<file path="src/hw/rtl/ihpc_pkg.sv">
// Package for the IPv4 header parse and check unit.
// Holds byte offsets, protocol numbers, class codes and the packed result word.
// No dependencies.
package ihpc_pkg;

    localparam int unsigned MAX_PACKET_BYTES_DEF = 65535;

    localparam int unsigned CNT_W     = 16;
    localparam int unsigned TDATA_O_W = 88;

    // Minimum legal header size in bytes
    localparam logic [5:0] MIN_HDR_BYTES = 6'd20;

    // Byte offsets of captured header fields
    localparam logic [15:0] OFS_VER_IHL  = 16'd0;
    localparam logic [15:0] OFS_TLEN_HI  = 16'd2;
    localparam logic [15:0] OFS_TLEN_LO  = 16'd3;
    localparam logic [15:0] OFS_FRAG_HI  = 16'd6;
    localparam logic [15:0] OFS_FRAG_LO  = 16'd7;
    localparam logic [15:0] OFS_TTL      = 16'd8;
    localparam logic [15:0] OFS_PROTO    = 16'd9;
    localparam logic [15:0] OFS_CSUM_HI  = 16'd10;
    localparam logic [15:0] OFS_CSUM_LO  = 16'd11;

    // Protocol numbers
    localparam logic [7:0] PNUM_ICMP = 8'd1;
    localparam logic [7:0] PNUM_IPIP = 8'd4;
    localparam logic [7:0] PNUM_TCP  = 8'd6;
    localparam logic [7:0] PNUM_UDP  = 8'd17;
    localparam logic [7:0] PNUM_IPV6 = 8'd41;

    // Next-protocol class codes
    localparam logic [2:0] CLS_PAYLOAD = 3'd0;
    localparam logic [2:0] CLS_TCP     = 3'd1;
    localparam logic [2:0] CLS_UDP     = 3'd2;
    localparam logic [2:0] CLS_ICMP    = 3'd3;
    localparam logic [2:0] CLS_IPIP    = 3'd4;
    localparam logic [2:0] CLS_IPV6    = 3'd5;
    localparam logic [2:0] CLS_NONE    = 3'd6;

    // Result word; last member sits in the lowest bits
    typedef struct packed {
        logic [2:0]  pad;
        logic [12:0] frag_offset;
        logic [2:0]  flags;
        logic [7:0]  ttl;
        logic [2:0]  next_class;
        logic [7:0]  protocol;
        logic [15:0] kept_size;
        logic [15:0] total_length;
        logic [5:0]  options_bytes;
        logic [5:0]  header_bytes;
        logic [3:0]  version;
        logic        header_ok;
        logic        checksum_good;
    } t_result;

    function automatic logic [2:0] proto_class(input logic [7:0] proto);
        logic [2:0] cls;
        unique case (proto)
            PNUM_TCP:  cls = CLS_TCP;
            PNUM_UDP:  cls = CLS_UDP;
            PNUM_ICMP: cls = CLS_ICMP;
            PNUM_IPIP: cls = CLS_IPIP;
            PNUM_IPV6: cls = CLS_IPV6;
            default:   cls = CLS_PAYLOAD;
        endcase
        return cls;
    endfunction

    // 16-bit ones-complement add with end-around carry
    function automatic logic [15:0] oc_add(input logic [15:0] a, input logic [15:0] b);
        logic [16:0] s;
        s = {1'b0, a} + {1'b0, b};
        return s[15:0] + {15'd0, s[16]};
    endfunction

endpackage

</file>
<file path="src/hw/rtl/ipv4_header_parse_check_unit.sv">
// IPv4 header parser with header checksum check: top level.
// Uses ihpc_pkg; one byte in per word, one result word per packet.
//
// Takes one byte per cycle, back to back, unless stalled, through an input
// register and a per-byte update stage; the result of a packet is loaded
// into the output register on the cycle its last byte (tlast) is processed
// from the input register. Input is stalled only while a finished result
// waits in the output register and another last byte is due. The
// ones-complement sum spans the header (at least 20 bytes) with the checksum
// word taken as zero; checksum_good reads 1 while checking is disabled. The
// byte count saturates at MAX_PACKET_BYTES; bytes past it are neither
// captured nor summed. No reset sweep is needed.
module ipv4_header_parse_check_unit #(
    parameter int unsigned MAX_PACKET_BYTES = ihpc_pkg::MAX_PACKET_BYTES_DEF
) (
    input  logic        i_clk,
    input  logic        i_rst_n,
    // configuration: bit 0 check_enable
    input  logic        i_cfg_valid,
    output logic        o_cfg_ready,
    input  logic        i_cfg_data,
    // tdata: data_byte[7:0]
    input  logic        s_axis_tvalid,
    output logic        s_axis_tready,
    input  logic [7:0]  s_axis_tdata,
    input  logic        s_axis_tlast,
    // tdata: checksum_good[0], header_ok[1], version[5:2], header_bytes[11:6],
    // options_bytes[17:12], total_length[33:18], kept_size[49:34],
    // protocol[57:50], next_class[60:58], ttl[68:61], flags[71:69],
    // frag_offset[84:72], zero[87:85]
    output logic        m_axis_tvalid,
    input  logic        m_axis_tready,
    output logic [ihpc_pkg::TDATA_O_W-1:0] m_axis_tdata
);

    localparam logic [15:0] CAP = 16'(MAX_PACKET_BYTES);

    logic        r_check_en;
    logic        r_in_valid;
    logic [7:0]  r_in_byte;
    logic        r_in_eop;

    logic [15:0] r_count, n_count;
    logic [7:0]  r_ver_ihl, n_ver_ihl;
    logic [15:0] r_tlen, n_tlen;
    logic [15:0] r_frag, n_frag;
    logic [7:0]  r_ttl, n_ttl;
    logic [7:0]  r_proto, n_proto;
    logic [15:0] r_stored, n_stored;
    logic [15:0] r_sum, n_sum;
    logic [7:0]  r_high, n_high;

    logic             r_out_valid;
    ihpc_pkg::t_result r_out, n_out;

    logic        w_proc;
    logic        w_live;
    logic        w_summed;
    logic        w_even;
    logic        w_pad;
    logic [5:0]  w_hb_cur;
    logic [5:0]  w_span;
    logic [7:0]  w_v;
    logic [15:0] w_word;
    logic [15:0] w_sum_new;
    logic [15:0] w_final;
    logic [15:0] w_cnt_m1;
    logic [5:0]  w_hb;
    logic        w_ok;

    assign o_cfg_ready   = 1'b1;
    assign w_proc        = r_in_valid && (!r_in_eop || !r_out_valid || m_axis_tready);
    assign s_axis_tready = !r_in_valid || w_proc;
    assign m_axis_tvalid = r_out_valid;
    assign m_axis_tdata  = r_out;

    // per-byte capture and checksum accumulate
    always_comb begin
        n_count  = r_count;
        n_ver_ihl = r_ver_ihl;
        n_tlen   = r_tlen;
        n_frag   = r_frag;
        n_ttl    = r_ttl;
        n_proto  = r_proto;
        n_stored = r_stored;
        n_sum    = r_sum;
        n_high   = r_high;

        w_live   = r_count < CAP;
        w_hb_cur = {r_ver_ihl[3:0], 2'b00};
        w_span   = (w_hb_cur < ihpc_pkg::MIN_HDR_BYTES) ? ihpc_pkg::MIN_HDR_BYTES : w_hb_cur;
        w_summed = w_live && (r_count < {10'd0, w_span});
        w_even   = !r_count[0];
        // checksum word counts as zero
        w_v      = (r_count == ihpc_pkg::OFS_CSUM_HI || r_count == ihpc_pkg::OFS_CSUM_LO)
                   ? 8'h00 : r_in_byte;

        if (w_live) begin
            n_count = r_count + 16'd1;
            case (r_count)
                ihpc_pkg::OFS_VER_IHL: n_ver_ihl = r_in_byte;
                ihpc_pkg::OFS_TLEN_HI: n_tlen    = {r_in_byte, r_tlen[7:0]};
                ihpc_pkg::OFS_TLEN_LO: n_tlen    = {r_tlen[15:8], r_in_byte};
                ihpc_pkg::OFS_FRAG_HI: n_frag    = {r_in_byte, r_frag[7:0]};
                ihpc_pkg::OFS_FRAG_LO: n_frag    = {r_frag[15:8], r_in_byte};
                ihpc_pkg::OFS_TTL:     n_ttl     = r_in_byte;
                ihpc_pkg::OFS_PROTO:   n_proto   = r_in_byte;
                ihpc_pkg::OFS_CSUM_HI: n_stored  = {r_in_byte, r_stored[7:0]};
                ihpc_pkg::OFS_CSUM_LO: n_stored  = {r_stored[15:8], r_in_byte};
                default: ;
            endcase
        end

        // an unpaired trailing byte is padded with a zero low byte
        w_cnt_m1 = n_count - 16'd1;
        w_pad    = n_count[0] && (w_cnt_m1 < {10'd0, w_span});
        if (w_summed) begin
            w_word = w_even ? {w_v, 8'h00} : {r_high, w_v};
        end else begin
            w_word = {r_high, 8'h00};
        end
        w_sum_new = ihpc_pkg::oc_add(r_sum, w_word);

        if (w_summed) begin
            if (w_even) begin
                n_high = w_v;
            end else begin
                n_sum = w_sum_new;
            end
        end
        w_final = ((w_summed && !w_even) || w_pad) ? w_sum_new : r_sum;
    end

    // result of the packet ending with this byte
    always_comb begin
        w_hb = {n_ver_ihl[3:0], 2'b00};
        w_ok = (n_count >= {10'd0, ihpc_pkg::MIN_HDR_BYTES})
               && (w_hb >= ihpc_pkg::MIN_HDR_BYTES)
               && ({10'd0, w_hb} <= n_tlen);

        n_out               = '0;
        n_out.checksum_good = !r_check_en || ((~w_final) == n_stored);
        n_out.header_ok     = w_ok;
        n_out.version       = n_ver_ihl[7:4];
        n_out.header_bytes  = w_hb;
        n_out.options_bytes = (w_ok && n_count >= {10'd0, w_hb})
                              ? w_hb - ihpc_pkg::MIN_HDR_BYTES : 6'd0;
        n_out.total_length  = n_tlen;
        n_out.kept_size     = (w_ok && n_count > n_tlen) ? n_tlen : n_count;
        n_out.protocol      = n_proto;
        n_out.next_class    = w_ok ? ihpc_pkg::proto_class(n_proto) : ihpc_pkg::CLS_NONE;
        n_out.ttl           = n_ttl;
        n_out.flags         = n_frag[15:13];
        n_out.frag_offset   = n_frag[12:0];
    end

    always_ff @(posedge i_clk) begin
        if (!i_rst_n) begin
            r_check_en  <= 1'b1;
            r_in_valid  <= 1'b0;
            r_out_valid <= 1'b0;
            r_count     <= '0;
            r_ver_ihl   <= '0;
            r_tlen      <= '0;
            r_frag      <= '0;
            r_ttl       <= '0;
            r_proto     <= '0;
            r_stored    <= '0;
            r_sum       <= '0;
            r_high      <= '0;
        end else begin
            if (i_cfg_valid && o_cfg_ready) begin
                r_check_en <= i_cfg_data;
            end
            if (s_axis_tready) begin
                r_in_valid <= s_axis_tvalid;
            end
            if (w_proc && r_in_eop) begin
                r_out_valid <= 1'b1;
            end else if (m_axis_tready) begin
                r_out_valid <= 1'b0;
            end
            if (w_proc) begin
                if (r_in_eop) begin
                    // clear per-packet state for the next packet
                    r_count   <= '0;
                    r_ver_ihl <= '0;
                    r_tlen    <= '0;
                    r_frag    <= '0;
                    r_ttl     <= '0;
                    r_proto   <= '0;
                    r_stored  <= '0;
                    r_sum     <= '0;
                    r_high    <= '0;
                end else begin
                    r_count   <= n_count;
                    r_ver_ihl <= n_ver_ihl;
                    r_tlen    <= n_tlen;
                    r_frag    <= n_frag;
                    r_ttl     <= n_ttl;
                    r_proto   <= n_proto;
                    r_stored  <= n_stored;
                    r_sum     <= n_sum;
                    r_high    <= n_high;
                end
            end
        end
    end

    always_ff @(posedge i_clk) begin
        if (s_axis_tready) begin
            r_in_byte <= s_axis_tdata;
            r_in_eop  <= s_axis_tlast;
        end
        if (w_proc && r_in_eop) begin
            r_out <= n_out;
        end
    end

endmodule

</file>
<file path="config.mk">
export PLATFORM = sky130hd
export DESIGN_NAME = ipv4_header_parse_check_unit
export DESIGN_NICKNAME = d
export VERILOG_FILES = /design/src/hw/rtl/ihpc_pkg.sv /design/src/hw/rtl/ipv4_header_parse_check_unit.sv
export SDC_FILE = /design/constraint.sdc
export NUM_CORES = 1
export LEC_CHECK = 0
export BUFFER_PORTS_ARGS = -buffer_cell sky130_fd_sc_hd__buf_2
export CAP_MARGIN = 20
export CORE_UTILIZATION = 27
export CTS_CLUSTER_SIZE = 10
export DETAILED_ROUTE_END_ITERATION = 10
export GPL_TIMING_DRIVEN = 0
export PLACE_DENSITY = 0.42
export SYNTH_ARGS = -nofsm -noshare
export SYNTH_HDL_FRONTEND = slang
export SYNTH_SLANG_ARGS = --single-unit
</file>
<file path="constraint.sdc">
create_clock -name i_clk -period 6.7 [get_ports i_clk]
set_input_delay 1.34 -clock i_clk [delete_from_list [all_inputs] [get_ports i_clk]]
set_output_delay 1.34 -clock i_clk [all_outputs]
set_load 0.005 [all_outputs]
</file>
==> reports/metrics.cfg, run 1 <==
[run_status]
outcome = finished, final reports clean

[flow_run]
cap_violations = 0

[detailed_routing]
dr_total_vias = 10130
viasPerCell = 5.071
drt.antenna.violating_nets = 0
first_pass_iters = 5
wirelength_microns = 39980
drc_errors = 0
routedWlPerCell_microns = 20.01
drtIter0Drc = 543

[floorplanning]
dieArea_sq_um = 44760
die_y_microns = 211.6
fp.coreArea_sq_um = 43170
rows = 76
initial_core_util_pct = 27.47
num_io_pins = 106
die_x_microns = 211.6

[logic_synthesis]
syn_inst = 1236
async_reset_ff_share_pct = 0
syn_area_sq_um = 11860
synth_ff_type = dfxtp_1
ys_seq_elements = 205
ys_types = 73
yosysWarningCount = 0
synth-edff-count = 90
syn_avg_cell_area_sq_um = 9.594
seq_area_frac_synth_pct = 42.21

[timing]
drv_slew = 0
rsz0062_at_grt = true
setup_viol = 0
hold_viol = 0
worst_pin_slew_ns = 0.8885
fmaxAchievable_mhz = 151.7
fin_worst_skew_ns = 0.01036
maxSlewHeadroom_pct = 40.36
layout_min_cycle_time_ns = 6.590
worst_slack_ns = 0.1100
post-route-period-util_pct = 98.36

[worst_setup_path]
worstSetupEndpointType = flop
worst_ep_arrival_time_ns = 6.95
reg2reg_depth = 25
cpMaxStageDelayCell = or4_4
cp-start-kind = flop
path_max_fanout = 4
cpPeakStageDelay_ns = 0.56
critical_path_buf_inv_count = 4
crit_family = simple AND/OR/NAND/NOR gates
r2r_end = m_axis_tdata[0]
crit_type = reg2reg
path_depth = 25
crit_path_start = r_count[8]
rrSetupSlack_ns = 0.11
endpoint = m_axis_tdata[0]
required_ns = 7.06
r2r_start = r_count[8]

[power_and_ir_drop]
ir_drop_mv = 0.1538
finalPower_mw = 2.835
cellPowerDensity_nw_per_um2 = 195.4
cellLeakagePower_nw = 5.576

[placement]
dp_hpwl_microns = 29440
placed_cells = 1925
post_dp_cell_area_sq_um = 13150
gp_congestion = 0.8581
port_buffers = 96
dp_slack_ns = -1.684

[global_routing]
overflow = 0
grtUsageMet1_pct = 22.87
met2_usage_pct = 30.10
grt_max_degree = 33
grt_pass1_vias = 9459
grt_use_total_pct = 17.45
grt_busiest_layer = met2
antenna_found_initial = 0
grt_pass1_wl_microns = 59370
met3_usage_pct = 2.166

[finish]
nFillCells = 4522
fin_cells = 1998
n_antenna_cell = 0
multi_input_area_sq_um = 6713
finalInstanceArea_sq_um = 14510
drive_gt1_share_pct = 20.88
final_cell_mix = dfxtp_1 (110), buf_2 (103), nor2b_1 (94)
layout_commonest_cell = dfxtp_1
finalNetCount = 1468
syn_to_final_growth_pct = 22.33
seqCellArea_sq_um = 5016

[cts]
cts_buffers = 25
clk_pin_slew_worst_paths_ns = 0.06
cts_tree = done
clockRootBuffer = clkbuf_16
cts_sinks = 205
htreeDepth = 1
postCtsHoldBufs = 0
clk_path_buf_depth = 3
clkLatencyLatePin_ns = 0.55

[worst_hold_path]
hold_path_class = reg2reg

==> sequential cells by signal, indices dropped and copies added, names as in the netlist <==
name and flops:
r_ver_ihl 8, r_high 8, r_proto 8, r_frag 16
m_axis_tvalid 1, r_in_valid 1, r_tlen 16, r_in_byte 8
m_axis_tdata 81, r_in_eop 1, r_ttl 8, r_check_en 1
r_sum 16, r_count 16, r_stored 16
==> cell type report <==
cell class,count,share of cell area (%)
Multi-Input combinational cell,914,46.28
Sequential cell,205,34.58
Timing Repair Buffer,141,5.822
Tap cell,585,5.046
Clock buffer,37,4.623
Buffer,67,2.243
Inverter,43,1.113
Clock inverter,6,0.2933
==> synthesized netlist by cell type (18+ instances only) <==
cell | n | area [sq um]
mux2i_1 | 19 | 190.2
nand4_1 | 22 | 137.6
and2_1 | 32 | 200.2
nor3_1 | 23 | 115.1
nand3_1 | 29 | 145.1
a21oi_1 | 32 | 160.2
xnor2_1 | 31 | 271.5
a21o_1 | 18 | 135.1
clkbuf_1 | 59 | 221.5
mux2_2 | 30 | 337.8
a22o_1 | 35 | 306.5
nand2_1 | 89 | 334.1
xor2_1 | 20 | 175.2
dfxtp_1 | 115 | 2302
ha_1 | 55 | 688.2
nor2b_1 | 94 | 588.1
o21ai_0 | 51 | 255.2
a22oi_1 | 91 | 683.2
inv_1 | 43 | 161.4
nor2_1 | 54 | 202.7
edfxtp_1 | 90 | 2703
==> what timing repair did <==
action | 4_1_cts | 5_1_grt
pin swaps | 25 | 21
gates cloned | 0 | 0
resized for setup | 49 | 42
endpoints found under the setup margin | 6 | 1
setup buffers | 30 | 12
==> worst min path at each step <==
stage	from	end	slack [ns]	cells past startpoint
2_1_floorplan	r_check_en	m_axis_tdata[0]	0.44	1
3_3_place_gp	r_stored[11]	r_stored[11]	0.47	2
3_5_place_dp	r_stored[11]	r_stored[11]	0.48	2
4_1_cts	r_stored[11]	r_stored[11]	0.49	2
5_1_grt	r_stored[11]	r_stored[11]	0.53	2
6_report	r_stored[11]	r_stored[11]	0.49	2
==> worst reg2reg max path: cells and delay by family (launching register included) <==
kind | cells | cell delay, ns
buffers and inverters | 4 | 0.59
DFF | 1 | 0.35
adders and majority gates | 2 | 0.48
AOI/OAI and AO/OA | 8 | 1.80
and+or+nand+nor | 9 | 2.86
xor gates and xnor gates | 2 | 0.31
==> metrics by stage <==
stage / utilization, % / hold slack, ns / setup TNS [ns]
after floorplan: - / 0.4379 / 0
final: 33.60 / 0.4879 / 0
after global placement: 30.36 / 0.4707 / -162.97
after detailed placement: 30.47 / 0.4772 / -3.709
after global routing: 33.60 / 0.5260 / -0.07972
after CTS: 32.96 / 0.4871 / 0
==> layer usage <==
layer,routed length (microns),up-vias
met2,19530,236
met4,891,0
li1,-,4915
met3,1596,58
met1,17960,4923
met5,0,-
==> cells by family (layout without fill, tap and decap cells) <==
logic type	Yosys count	count (layout)	share of synthesized area, %
adders and majority gates	56	56	5.972
DFF	205	205	42.21
other	2	8	0.06333
AOI/OAI and AO/OA	314	314	18.87
buffers and inverters	123	294	4.294
and+or+nand+nor	436	436	20.38
muxes	49	49	4.453
xor gates and xnor gates	51	51	3.767
==> report_power, final <==
| part | switching (mW) | total (mW) | internal, mW |
|---|---|---|---|
| Sequential | 0.0118 | 1.33 | 1.32 |
| Combinational | 0.166 | 0.261 | 0.0956 |
| Clock | 0.550 | 1.24 | 0.691 |
No activity file was read; power rests on OpenSTA's default activity.
==> inputs of run 2 (changes only) <==
--- a/config.mk
+++ b/config.mk
@@ -12,6 +12,7 @@
 export DETAILED_ROUTE_END_ITERATION = 10
 export GPL_TIMING_DRIVEN = 0
 export PLACE_DENSITY = 0.42
+export REMOVE_ABC_BUFFERS = 1
 export SYNTH_ARGS = -nofsm -noshare
 export SYNTH_HDL_FRONTEND = slang
 export SYNTH_SLANG_ARGS = --single-unit
==> reports/metrics.cfg, run 2 (synthesized netlist as in run 1, its figures left out) <==
[cts]
cts_tree = done  ; unchanged
clk_path_buf_depth = 3  ; unchanged
postCtsHoldBufs = 0  ; unchanged
cts_sinks = 205  ; unchanged
clockRootBuffer = clkbuf_16  ; unchanged
htreeDepth = 1  ; unchanged
clk_pin_slew_worst_paths_ns = 0.06  ; about the same
clkLatencyLatePin_ns = 0.55  ; about the same
cts_buffers = 25  ; unchanged

[finish]
finalNetCount = 1396  ; was 1468
nFillCells = 4543  ; was 4522
syn_to_final_growth_pct = 19.77  ; was 22.33%
seqCellArea_sq_um = 5024  ; was 5016 sq um
final_cell_mix = dfxtp_1 (106), buf_2 (96), nor2b_1 (94)  ; was dfxtp_1 (110), buf_2 (103), nor2b_1 (94)
layout_commonest_cell = dfxtp_1  ; unchanged
multi_input_area_sq_um = 6671  ; was 6713 sq um
finalInstanceArea_sq_um = 14200  ; was 14510 sq um
final_util_pct = 32.90  ; was 33.60%
largest_reg_flops = 81  ; unchanged
drive_gt1_share_pct = 19.94  ; was 20.88%
n_antenna_cell = 0  ; unchanged

[worst_setup_path]
cp-start-kind = flop  ; unchanged
endpoint = m_axis_tdata[0]  ; unchanged
worstSetupEndpointType = flop  ; unchanged
path_max_fanout = 6  ; was 4
crit_type = reg2reg  ; unchanged
reg2reg_depth = 23  ; was 25
r2r_end = m_axis_tdata[0]  ; unchanged
rrSetupSlack_ns = 0.14  ; was 0.11 ns
crit_path_start = r_count[15]  ; was r_count[8]
worst_ep_arrival_time_ns = 6.92  ; was 6.95 ns
r2r_start = r_count[15]  ; was r_count[8]
required_ns = 7.06  ; about the same

[detailed_routing]
wirelength_microns = 37490  ; was 39980 microns
dr_total_vias = 9835  ; was 10130
routedWlPerCell_microns = 19.44  ; was 20.01 microns
first_pass_iters = 5  ; unchanged
viasPerCell = 5.098  ; was 5.071
drtIter0Drc = 522  ; was 543
drc_errors = 0  ; unchanged
drt.antenna.violating_nets = 0  ; unchanged

[timing]
fmaxAchievable_mhz = 152.4  ; was 151.7 MHz
hold_slack_ns = 0.4992  ; was 0.4879 ns
setup_viol = 0  ; unchanged
post-route-period-util_pct = 97.96  ; was 98.36%
drv_slew = 0  ; unchanged
fin_setup_tns_ns = 0  ; unchanged
worst_pin_slew_ns = 1.087  ; was 0.8885 ns
maxSlewHeadroom_pct = 27.24  ; was 40.36%
fin_worst_skew_ns = 0.008761  ; was 0.01036 ns
hold_viol = 0  ; unchanged
rsz0062_at_grt = true  ; unchanged
layout_min_cycle_time_ns = 6.563  ; was 6.590 ns

[run_status]
outcome = finished, final reports clean  ; unchanged

[floorplanning]
initial_core_util_pct = 27.47  ; unchanged
die_x_microns = 211.6  ; unchanged
dieArea_sq_um = 44760  ; unchanged
num_io_pins = 106  ; unchanged
fp.coreArea_sq_um = 43170  ; unchanged
die_y_microns = 211.6  ; unchanged
rows = 76  ; unchanged

[global_routing]
grt_pass1_wl_microns = 56680  ; was 59370 microns
overflow = 0  ; unchanged
grt_pass1_vias = 9456  ; was 9459
antenna_found_initial = 0  ; unchanged
grt_max_degree = 85  ; was 33
grt_use_total_pct = 16.34  ; was 17.45%

[power_and_ir_drop]
ir_drop_mv = 0.1605  ; was 0.1538 mV
cellPowerDensity_nw_per_um2 = 199.8  ; was 195.4 nW/um^2
finalPower_mw = 2.838  ; was 2.835 mW
cellLeakagePower_nw = 5.439  ; was 5.576 nW

[placement]
port_buffers = 97  ; was 96
gp_congestion = 0.8054  ; was 0.8581
post_dp_cell_area_sq_um = 12940  ; was 13150 sq um
dp_hpwl_microns = 25540  ; was 29440 microns

[flow_run]
cap_violations = 0  ; unchanged

[worst_hold_path]
hold_path_class = reg2reg  ; unchanged

run 2: cell types whose count changed in the layout (fill, tap and decap cells not counted), moves of 3 or more:
cell      before  now
clkbuf_1      59   14
buf_4         50   30
buf_2        103   96
o21ai_0       38   43
dfxtp_1      110  106
ha_1          42   46
buf_16         0    3
dfxtp_2        3    6
o21ai_1       11    8
run 2: how the worst min path moves through the flow:
stage | startpoint | end | slack (ns) | cells after the start
finish | r_stored[11] | r_stored[11] | 0.50 | 2
global placement | r_stored[11] | r_stored[11] | 0.48 | 2
detailed placement | r_stored[11] | r_stored[11] | 0.48 | 2
CTS | r_stored[11] | r_stored[11] | 0.50 | 2
global route | r_high[5] | r_high[5] | 0.54 | 2
floorplan | r_check_en | m_axis_tdata[0] | 0.44 | 1
run 2: cell type report:
cell class	instances	share of cell area [%]
Clock buffer	40	4.872
Clock inverter	6	0.2907
Inverter	43	1.136
Multi-Input combinational cell	915	46.97
Sequential cell	205	35.37
Tap cell	585	5.154
Timing Repair Buffer	135	6.202
run 2: through the flow:
stage	std cells	worst slack (ns)
4_1_cts	1914	0.01496
3_3_place_gp	1844	-3.621
3_5_place_dp	1852	-1.802
5_1_grt	1929	-0.06617
6_report	1929	0.1366
2_1_floorplan	1162	-0.2353
run 2: where the power goes:
part,internal (mW),switching [mW]
Sequential,1.32,0.0282
Combinational,0.0909,0.145
Clock,0.708,0.546
Total,2.12,0.720
run 2: routing by layer:
metal  vias up  part of all wire (%)  global-route usage, %
met5         -                     0                      0
met4         0                   2.9                  5.347
met3        57                   3.2                  1.691
met2       191                    49                  28.14
met1      4809                    45                  21.27
li1       4778                     -                      -
run 2: what timing repair did:
| action | 4_1_cts | 5_1_grt |
|---|---|---|
| gates resized for setup | 39 | 40 |
| setup buffers | 16 | 14 |
| endpoints found under the setup margin | 8 | 2 |
| gates cloned | 0 | 1 |
| endpoints found under the hold margin | 0 | 0 |
| pin swaps | 13 | 29 |
run 2: critical path: stages (launching register included):
cell and delay [ns]:
dfxtp_4 0.36, or4_4 0.56, or3_4 0.44, or4_4 0.59, nor2_4 0.14, ha_4 0.16
fa_2 0.21, a21o_1 0.16, nand4_1 0.17, a21boi_2 0.25, o21ai_2 0.10, o21ai_2 0.19
a21o_1 0.14, a21o_1 0.19, buf_4 0.14, ha_2 0.18, and3_4 0.19, nand4_1 0.13
or3_4 0.43, or4_4 0.44, a31oi_2 0.22, xnor2_1 0.10, or4_4 0.57, o41ai_4 0.32
==> inputs of run 3 (changes only) <==
--- a/config.mk
+++ b/config.mk
@@ -5,13 +5,13 @@
 export SDC_FILE = /design/constraint.sdc
 export NUM_CORES = 1
 export LEC_CHECK = 0
-export BUFFER_PORTS_ARGS = -buffer_cell sky130_fd_sc_hd__buf_2
 export CAP_MARGIN = 20
 export CORE_UTILIZATION = 27
 export CTS_CLUSTER_SIZE = 10
 export DETAILED_ROUTE_END_ITERATION = 10
+export DONT_BUFFER_PORTS = 1
 export GPL_TIMING_DRIVEN = 0
-export PLACE_DENSITY = 0.42
+export PLACE_DENSITY = 0.4
 export REMOVE_ABC_BUFFERS = 1
 export SYNTH_ARGS = -nofsm -noshare
 export SYNTH_HDL_FRONTEND = slang
==> constraint.sdc (replaced) <==
create_clock -name i_clk -period 6.7 [get_ports i_clk]
set_input_delay 1.34 -clock i_clk [delete_from_list [all_inputs] [get_ports i_clk]]
set_output_delay 1.34 -clock i_clk [all_outputs]
set_load 0.05 [all_outputs]
==> reports/metrics.cfg, run 3 (synthesized netlist as in run 1, its figures left out) <==
[finish]
n_antenna_cell = 0  ; unchanged
largest_reg_flops = 81  ; unchanged
nFillCells = 4517  ; was 4543
drive_gt1_share_pct = 13.40  ; was 19.94%
final_util_pct = 31.74  ; was 32.90%
final_cell_mix = dfxtp_1 (107), nor2b_1 (94), a22oi_1 (91)  ; was dfxtp_1 (106), buf_2 (96), nor2b_1 (94)
layout_commonest_cell = dfxtp_1  ; unchanged
finalNetCount = 1297  ; was 1396
syn_to_final_growth_pct = 15.54  ; was 19.77%

[timing]
setup_viol = 0  ; unchanged
hold_viol = 0  ; unchanged
fmaxAchievable_mhz = 151.5  ; was 152.4 MHz
fin_worst_skew_ns = 0.01650  ; was 0.008761 ns
drv_slew = 0  ; unchanged
layout_min_cycle_time_ns = 6.601  ; was 6.563 ns
worst_slack_ns = 0.09905  ; was 0.1366 ns
fin_setup_tns_ns = 0  ; unchanged
worst_pin_slew_ns = 1.048  ; was 1.087 ns
rsz0062_at_grt = true  ; unchanged
maxSlewHeadroom_pct = 29.86  ; was 27.24%
post-route-period-util_pct = 98.52  ; was 97.96%

[global_routing]
grt_max_degree = 116  ; was 85
overflow = 0  ; unchanged
grt_pass1_wl_microns = 56910  ; was 56680 microns
antenna_found_initial = 0  ; unchanged
grt_use_total_pct = 16.59  ; was 16.34%
grt_pass1_vias = 9160  ; was 9456

[worst_setup_path]
cpPeakStageDelay_ns = 0.56  ; was 0.59 ns
path_depth = 23  ; unchanged
path_common_cell = or4_4  ; unchanged
critical_path_buf_inv_count = 1  ; unchanged
worstSetupEndpointType = flop  ; unchanged
path_max_fanout = 9  ; was 6
cp-start-kind = flop  ; unchanged
path_cells = or4_4 -> or3_4 -> or4_4 -> nor2_4 -> ha_4 -> fa_2 -> a21o_1 -> nand4_1 -> a21boi_4 -> o21ai_2 -> o21ai_2 -> a21o_1 -> a21o_1 -> ha_2 -> and3_4 -> nand4_1 -> buf_6 -> or3_1 -> or4_4 -> mux2i_1 -> or4_1 -> or4_4 -> o41ai_4  ; was or4_4 -> or3_4 -> or4_4 -> nor2_4 -> ha_4 -> fa_2 -> a21o_1 -> nand4_1 -> a21boi_2 -> o21ai_2 -> o21ai_2 -> a21o_1 -> a21o_1 -> buf_4 -> ha_2 -> and3_4 -> nand4_1 -> or3_4 -> or4_4 -> a31oi_2 -> xnor2_1 -> or4_4 -> o41ai_4
crit_type = reg2reg  ; unchanged
cpMaxStageDelayCell = or4_4  ; unchanged
reg2reg_depth = 23  ; unchanged
crit_family = simple AND/OR/NAND/NOR gates  ; unchanged
required_ns = 7.05  ; was 7.06 ns
worst_ep_arrival_time_ns = 6.95  ; was 6.92 ns

[placement]
gp_congestion = 0.8363  ; was 0.8054
dp_hpwl_microns = 25400  ; was 25540 microns
port_buffers = 0  ; was 97
dp_slack_ns = -1.956  ; was -1.802 ns

[detailed_routing]
viasPerCell = 5.173  ; was 5.098
drc_errors = 0  ; unchanged
wirelength_microns = 37120  ; was 37490 microns
drtIter0Drc = 506  ; was 522
dr_total_vias = 9471  ; was 9835
drt.antenna.violating_nets = 0  ; unchanged
routedWlPerCell_microns = 20.27  ; was 19.44 microns
first_pass_iters = 5  ; unchanged

[run_status]
outcome = finished, final reports clean  ; unchanged

[floorplanning]
dieArea_sq_um = 44760  ; unchanged
die_x_microns = 211.6  ; unchanged
die_y_microns = 211.6  ; unchanged
initial_core_util_pct = 27.47  ; unchanged
fp.coreArea_sq_um = 43170  ; unchanged
rows = 76  ; unchanged
num_io_pins = 106  ; unchanged

[worst_hold_path]
min_path_cells = 2  ; unchanged
hold_path_class = reg2reg  ; unchanged

[power_and_ir_drop]
cellPowerDensity_nw_per_um2 = 216.1  ; was 199.8 nW/um^2
ir_drop_mv = 0.1272  ; was 0.1605 mV
cellLeakagePower_nw = 5.035  ; was 5.439 nW
finalPower_mw = 2.960  ; was 2.838 mW

[cts]
htreeDepth = 1  ; unchanged
clkLatencyLatePin_ns = 0.56  ; was 0.55 ns
clk_pin_slew_worst_paths_ns = 0.06  ; about the same
cts_sinks = 205  ; unchanged
clk_path_buf_depth = 3  ; unchanged
cts_tree = done  ; unchanged
clockRootBuffer = clkbuf_16  ; unchanged
cts_buffers = 26  ; was 25
postCtsHoldBufs = 0  ; unchanged

[flow_run]
cap_violations = 0  ; unchanged

run 3: cell types whose count changed in the layout (fill, tap and decap cells not counted), sizes merged:
cell | previous run | this run
inv | 44 | 43
bufinv | 0 | 2
clkbuf | 40 | 39
clkdlybuf4s18 | 1 | 0
buf | 134 | 35
clkinv | 5 | 7
run 3: what timing repair did:
action,4_1_cts,5_1_grt
pin swaps,19,9
buffers inserted,21,7
endpoints found under the hold margin,0,0
endpoints found under the setup margin,10,1
gates cloned,1,0
gates resized for setup,56,18
run 3: path summary, 6_finish.rpt:
| path | end | slack [ns] | from |
|---|---|---|---|
| max | m_axis_tdata[0] | 0.1 | r_count[15] |
| min | r_stored[11] | 0.51 | r_stored[11] |
| max reg2reg | m_axis_tdata[0] | 0.1 | r_count[15] |
| min reg2reg | r_stored[11] | 0.51 | r_stored[11] |
run 3: final cells by class:
cell class | count | area [sq um] | share of cell area (%)
Timing Repair Buffer | 35 | 337.8 | 2.466
Inverter | 43 | 161.4 | 1.178
Tap cell | 585 | 732.0 | 5.342
Multi-Input combinational cell | 915 | 6648 | 48.52
Clock inverter | 9 | 102.6 | 0.7489
Clock buffer | 39 | 699.4 | 5.105
Sequential cell | 205 | 5020 | 36.64
run 3: layer usage:
metal  GRT usage [%]  share of wire (%)
met1           22.33                 46
met2           27.56                 48
met3           1.854                3.3
met4           5.422                2.8
met5               0                  0
run 3: worst reg2reg max path, cell delays in order (launching register included):
cell	delay [ns]
dfxtp_4	0.38
or4_4	0.54
or3_4	0.43
or4_4	0.56
nor2_4	0.17
ha_4	0.16
fa_2	0.23
a21o_1	0.15
nand4_1	0.18
a21boi_4	0.24
o21ai_2	0.10
o21ai_2	0.14
a21o_1	0.15
a21o_1	0.24
ha_2	0.23
and3_4	0.21
nand4_1	0.10
buf_6	0.17
or3_1	0.35
or4_4	0.46
mux2i_1	0.14
or4_1	0.39
or4_4	0.44
o41ai_4	0.25
run 3: through the flow:
step | cells | instance area (sq um) | hold slack [ns]
after global placement | 1747 | 12260 | 0.4748
after detailed placement | 1754 | 12410 | 0.4931
after CTS | 1824 | 13590 | 0.5056
after floorplan | 1162 | 11530 | 0.4379
after global routing | 1831 | 13700 | 0.5372
final | 1831 | 13700 | 0.5127
run 3: power by group:
group | leakage (nW) | internal, mW | switching [mW] | total, mW
registers | 1.78 | 1.32 | 0.0701 | 1.39
logic | 2.87 | 0.0778 | 0.135 | 0.213
clock network | 0.387 | 0.796 | 0.560 | 1.36
total | 5.03 | 2.19 | 0.765 | 2.96
